`config.mk`:
```
export PLATFORM = sky130hd
export DESIGN_NAME = ghb_ctrl
export DESIGN_NICKNAME = d
export VERILOG_FILES = /design/src/design/ghb_pkg.sv /design/src/design/ghb_ctrl.sv
export SDC_FILE = /design/constraint.sdc
export NUM_CORES = 1
export LEC_CHECK = 0
export CAP_MARGIN = 10
export CORE_AREA = 2 2 39 41
export CTS_CLUSTER_DIAMETER = 40
export DETAILED_ROUTE_END_ITERATION = 8
export DIE_AREA = 0 0 41 43
export DONT_BUFFER_PORTS = 1
export GPL_TIMING_DRIVEN = 0
export PLACE_DENSITY_LB_ADDON = 0.25
export REMOVE_ABC_BUFFERS = 1
export SLEW_MARGIN = 20
export SYNTH_ARGS = -nofsm -noshare
export SYNTH_HDL_FRONTEND = slang
export SYNTH_SLANG_ARGS = --single-unit
```
`constraint.sdc`:
```
create_clock -name clk_i -period 1.4 [get_ports clk_i]
set_clock_uncertainty 0.1 [all_clocks]
set_input_delay 0.42 -clock clk_i [delete_from_list [all_inputs] [get_ports clk_i]]
set_output_delay 0.42 -clock clk_i [all_outputs]
set_load 0.02 [all_outputs]
```
`src/design/ghb_pkg.sv`:
```
`timescale 1ns / 1ps

package ghb_pkg;

  localparam int unsigned COUNT_BITS_DEF = 24;

  localparam int unsigned NUM_BINS  = 256;
  localparam int unsigned BIN_W     = 8;
  localparam int unsigned ROW_W     = 8;
  localparam int unsigned PIX_W     = 8;
  localparam int unsigned SCALE_W   = 24;
  localparam int unsigned OUT_CNT_W = 24;
  localparam int unsigned REQ_W     = 2;

  // (256 - row) needs 9 bits, times the 24-bit scale
  localparam int unsigned SPAN_W = ROW_W + 1;
  localparam int unsigned PROD_W = SPAN_W + SCALE_W;

  localparam logic [SCALE_W-1:0]   SCALE_RESET = 24'd55000;
  localparam logic [PIX_W-1:0]     PIX_BLACK   = 8'd0;
  localparam logic [PIX_W-1:0]     PIX_WHITE   = 8'd255;
  localparam logic [OUT_CNT_W-1:0] OUT_CNT_MAX = 24'hFF_FFFF;

  typedef enum logic [REQ_W-1:0] {
    REQ_ADD    = 2'd0,
    REQ_RENDER = 2'd1,
    REQ_CLEAR  = 2'd2,
    REQ_NONE   = 2'd3
  } req_e;

  // controller -> datapath
  typedef struct packed {
    logic acc;       // item taken, launch bin read
    logic clr;       // drop every bin to zero
    logic wr_en;     // write incremented count back
    logic cap_en;    // capture count and scaled threshold
    logic out_load;  // load result into the output register
  } ghb_cmd_t;

  // datapath and ports -> controller
  typedef struct packed {
    logic in_valid;
    req_e req_type;
    logic out_free;
  } ghb_stat_t;

endpackage

```
`src/design/ghb_ctrl.sv`:
```
`timescale 1ns / 1ps

module ghb_ctrl (
  input  logic              clk_i,
  input  logic              rst_ni,
  input  ghb_pkg::ghb_stat_t stat_i,
  output ghb_pkg::ghb_cmd_t  cmd_o,
  output logic              in_ready_o
);
  import ghb_pkg::*;

  localparam logic [1:0] ST_IDLE = 2'd0;
  localparam logic [1:0] ST_READ = 2'd1;
  localparam logic [1:0] ST_CMP  = 2'd2;

  logic [1:0] state_q, state_d;
  logic       acc;

  assign in_ready_o = (state_q == ST_IDLE);
  assign acc        = in_ready_o && stat_i.in_valid;

  always_comb begin
    state_d        = state_q;
    cmd_o          = '0;
    cmd_o.acc      = acc;
    unique case (state_q)
      ST_IDLE: begin
        if (acc) begin
          unique case (stat_i.req_type)
            REQ_ADD, REQ_RENDER: state_d = ST_READ;
            REQ_CLEAR:           cmd_o.clr = 1'b1;
            default:             state_d = ST_IDLE;
          endcase
        end
      end
      ST_READ: begin
        // the item's type was latched alongside the read
        if (stat_i.req_type == REQ_RENDER) begin
          cmd_o.cap_en = 1'b1;
          state_d      = ST_CMP;
        end else begin
          cmd_o.wr_en = 1'b1;
          state_d     = ST_IDLE;
        end
      end
      ST_CMP: begin
        if (stat_i.out_free) begin
          cmd_o.out_load = 1'b1;
          state_d        = ST_IDLE;
        end
      end
      default: state_d = ST_IDLE;
    endcase
  end

  always_ff @(posedge clk_i or negedge rst_ni) begin
    if (!rst_ni) begin
      state_q <= ST_IDLE;
    end else begin
      state_q <= state_d;
    end
  end

`ifndef SYNTHESIS
  a_read_one_cycle : assert property (@(posedge clk_i) disable iff (!rst_ni)
    state_q == ST_READ |=> state_q != ST_READ)
    else $error("bin read held longer than one cycle");

  a_cmp_waits : assert property (@(posedge clk_i) disable iff (!rst_ni)
    (state_q == ST_CMP && !stat_i.out_free) |=> state_q == ST_CMP)
    else $error("render result dropped while output busy");

  a_render_reads : assert property (@(posedge clk_i) disable iff (!rst_ni)
    (acc && stat_i.req_type == REQ_RENDER) |=> state_q == ST_READ)
    else $error("render item did not start a bin read");
`endif

endmodule

```
After elaboration in Yosys (flattened, before gate mapping)
Cells that the tools add are included.
- register bits after elaboration: 2
- bits of input ports: 6
- logic and storage cells: 26
- muxes and demuxes: 13
- equality and inequality tests: 7
- reduce and logical (&&, ||, !) cells: 5
- operators by type and width (cell ; number):
    two-way mux 2 bit ; 4
    two-way mux 1 bit ; 7
    one-hot mux 2 bit (3 select lines) ; 1
    == test 2 x 1 -> 1 bit, second input constant ; 2
    == test 2 bit, second input constant ; 2
    logical NOT 2 bit ; 2
    inequality test 2 bit, second input constant ; 2
    one-hot mux 2 bit (2 select lines) ; 1
    AND reduction 3 bit ; 1
    inequality test 2 x 1 -> 1 bit, second input constant ; 1
    OR reduction 2 bit ; 1
    logical AND 1 bit ; 1

Longest topological paths before layout
- depth after elaboration: 5
- mapped depth: 3

Least setup slack after synthesis
OpenSTA, ideal clock, no wires.
- path type: reg2out
- from: register state_q[1]
- to: output cmd_o[3] (netlist name)
- arrival time: 1.143 ns
- slack: -0.263 ns
- stages on the path, launching flop included: 3
- required time: 0.880 ns
- path buffers: 0
- path through: dfrtp_1 or3b_4 nor3b_2
- RTL lines (element ; line ; source):
    start, declared ; ghb_ctrl.sv:16 ; logic [1:0] state_q, state_d;
    start signal, assigned ; ghb_ctrl.sv:60 ; state_q <= state_d;
    end, declared ; ghb_ctrl.sv:7 ; output ghb_pkg::ghb_cmd_t cmd_o,

==> impl_metrics.toml <==
[pwr]
p_int_mw = 0.187
power_frac_clock = 0.500
p_sw_mw = 0.0654
seqPwrFrac = 0.256
comb_power_share = 0.244
leakagePower_nw = 0.119
max-vdd-ir-drop_uv = 193
switching_share = 0.259
power_density_nw_per_um2 = 1000

[clocking]
numCtsBuffers = 3
clkTransAtPathRegs_ps = 30
htree_levels = 1
cts_root_buffer = "clkbuf_4"
cts.path.max_buffers = 2
clkSinkCount = 2
cts_tree = "done"
clock_latency_ps = 220

[setup_path]
crit_path_start_kind = "flop"
critical_path_arrival_ps = 1320
cp_max_fo = 4
path_cells = "or3b_4 -> nor3b_4"
critPathKind = "flop to output pin"
critPathMaxStageDelay_ps = 400
path_buf_inv = 0
crit_path_top_delay_cell = "dfrtp_1"
crit_family = "simple AND/OR/NAND/NOR gates"
critPathCaptureType = "output pin"
worstPathRequired_ps = 880

[grt]
grt_pass1_wl_um = 545
grt_pass1_vias = 170
grt_overflow = 0
grt_max_degree = 5
gr-usage-all-layers = 0.0553
grt_antenna_before_repair = 0

[floorplanning]
start_util = 0.102
die_w_um = 41
io_pins = 12
core_sq_um = 1380
dieArea_sq_um = 1760
die_height_um = 43
rows = 14

[sta]
setup_tns_ps = -1780
hold_viol_final = 0
tightest_slew_ps = 683
rsz0062_at_grt = "yes"
drv_slew = 0
worst_slack_ps = -437
setup_viol = 6
timing.fmax_mhz = 544
layout_min_cycle_time_ps = 1840
holdWs_ps = 170
finalCritPeriodShare = 1.31
slew_headroom = 0.544

[drt]
remaining_drc_errors = 0
route.antenna.remaining_nets = 0
wl_met1_um = 145
dr_wl_met2_um = 204
drt-total-wl_um = 421
vias = 136
drt_iter0_markers = 1
dr.pass1.iters = 2
top_layer = "met4"
route.met3.wl_um = 65
post_drt_wl_per_cell_um = 11.1
vias_per_cell = 3.58

[placement]
place_area_sq_um = 154
pre_cts_slack_ps = -306
io_buffer_count = 0
gp_congestion = 0.444

[outcome]
status = "finished, violations left"
violations = "setup timing"

[cells_and_area]
nets = 30
final_cell_area_sq_um = 251
drive_above_1_share = 0.682
top_regs = "state_q: 2 flops"
regMostFlops = "state_q"
largest_reg_flops = 2
n_antenna_cell = 0
syn2layout_area_growth_pct = 77.9
fillers = 158

[yosys]
synth_area_sq_um = 141
synth_cells = 14
yosys_warnings = 0
yosysTopAreaCellShare = 0.354
avgSynthCellArea_sq_um = 10.1
yosysUniqueCellTypes = 11
ys_seq_area_frac = 0.354
synth_seq_cells = 2
ys_top_cells_by_area = "dfrtp_1 (35%), and4bb_2 (8.8%), nor3b_2 (8.8%)"
synth_top_area_cell = "dfrtp_1"

[run]
maxCapViolCount = 0

[hold_path]
worstHoldPathType = "input pin to flop"
## repair_timing
item                                    4_1_cts  5_1_grt
resized for setup                             7        2
endpoints found under the hold margin         2        0
pin swaps                                     3        2
endpoints found under the setup margin        6        6
setup buffers                                 5        1
hold buffers                                  1        0
## synth_stat cells (all sizes together)
cell    n
nor3b   2
nor2b   1
dfrtp   2
or3b    1
buf     1
nor2    3
a21o    1
and3b   1
and4bb  1
inv     1
## per-layer routing
metal,global-route usage,vias up
met5,0,-
met4,0.0600,0
met3,0.0471,2
met2,0.0969,13
met1,0.0194,58
li1,-,63
## logic make-up after synthesis
logic type / Yosys count / synth area share
and+or+nand+nor: 9 / 0.504
DFF: 2 / 0.354
AOI/OAI and AO/OA: 1 / 0.0620
buffers and inverters: 2 / 0.0796
## layout by cell type (no fill, tap or decap), drive strengths merged
| cell type | Yosys | layout |
|---|---|---|
| nor2 | 3 | 3 |
| nor2b | 1 | 1 |
| nor3b | 2 | 2 |
| dlygate4sd3 | 0 | 1 |
| and4bb | 1 | 1 |
| dfrtp | 2 | 2 |
| a21o | 1 | 1 |
| and3b | 1 | 1 |
| clkbuf | 0 | 3 |
| inv | 1 | 1 |
| buf | 1 | 5 |
| or3b | 1 | 1 |
## stage by stage
| stage | total power [mW] | std cells | utilization |
|---|---|---|---|
| floorplan | 0.0952 | 13 | - |
| global placement | 0.0977 | 29 | 0.111 |
| detailed placement | 0.0986 | 29 | 0.111 |
| CTS | 0.260 | 38 | 0.179 |
| global route | 0.271 | 38 | 0.182 |
| finish | 0.252 | 38 | 0.182 |
## power by group through the flow
| stage | Clock (mW) | Combinational [mW] | Sequential, mW |
|---|---|---|---|
| global placement | 0 | 0.0320 | 0.0657 |
| finish | 0.126 | 0.0617 | 0.0645 |
| global route | 0.140 | 0.0668 | 0.0648 |
| detailed placement | 0 | 0.0322 | 0.0664 |
| CTS | 0.136 | 0.0602 | 0.0639 |
| floorplan | 0 | 0.0300 | 0.0652 |
## path summary, 6_finish.rpt
| kind | from | endpoint | slack [ps] | cells past startpoint |
|---|---|---|---|---|
| max | state_q[1] | cmd_o[3] | -440 | 2 |
| min | stat_i[2] | state_q[0] | 170 | 1 |
| max reg2reg | state_q[0] | state_q[1] | 150 | 4 |
| min reg2reg | state_q[1] | state_q[1] | 560 | 2 |
| max in group asynchronous | rst_ni | state_q[0] | 750 | 1 |
| min in group asynchronous | rst_ni | state_q[1] | 330 | 1 |
## final cells by class
cell class                 instances  area [sq um]  area share
timing repair buffer               6          55.1       0.219
clock buffer                       3          22.5      0.0896
tap                               16          20.0      0.0796
sequential                         2          50.0       0.199
multi-input combinational         10          97.6       0.388
inverter                           1          6.26      0.0249
No activity file was read; power rests on OpenSTA's default activity.
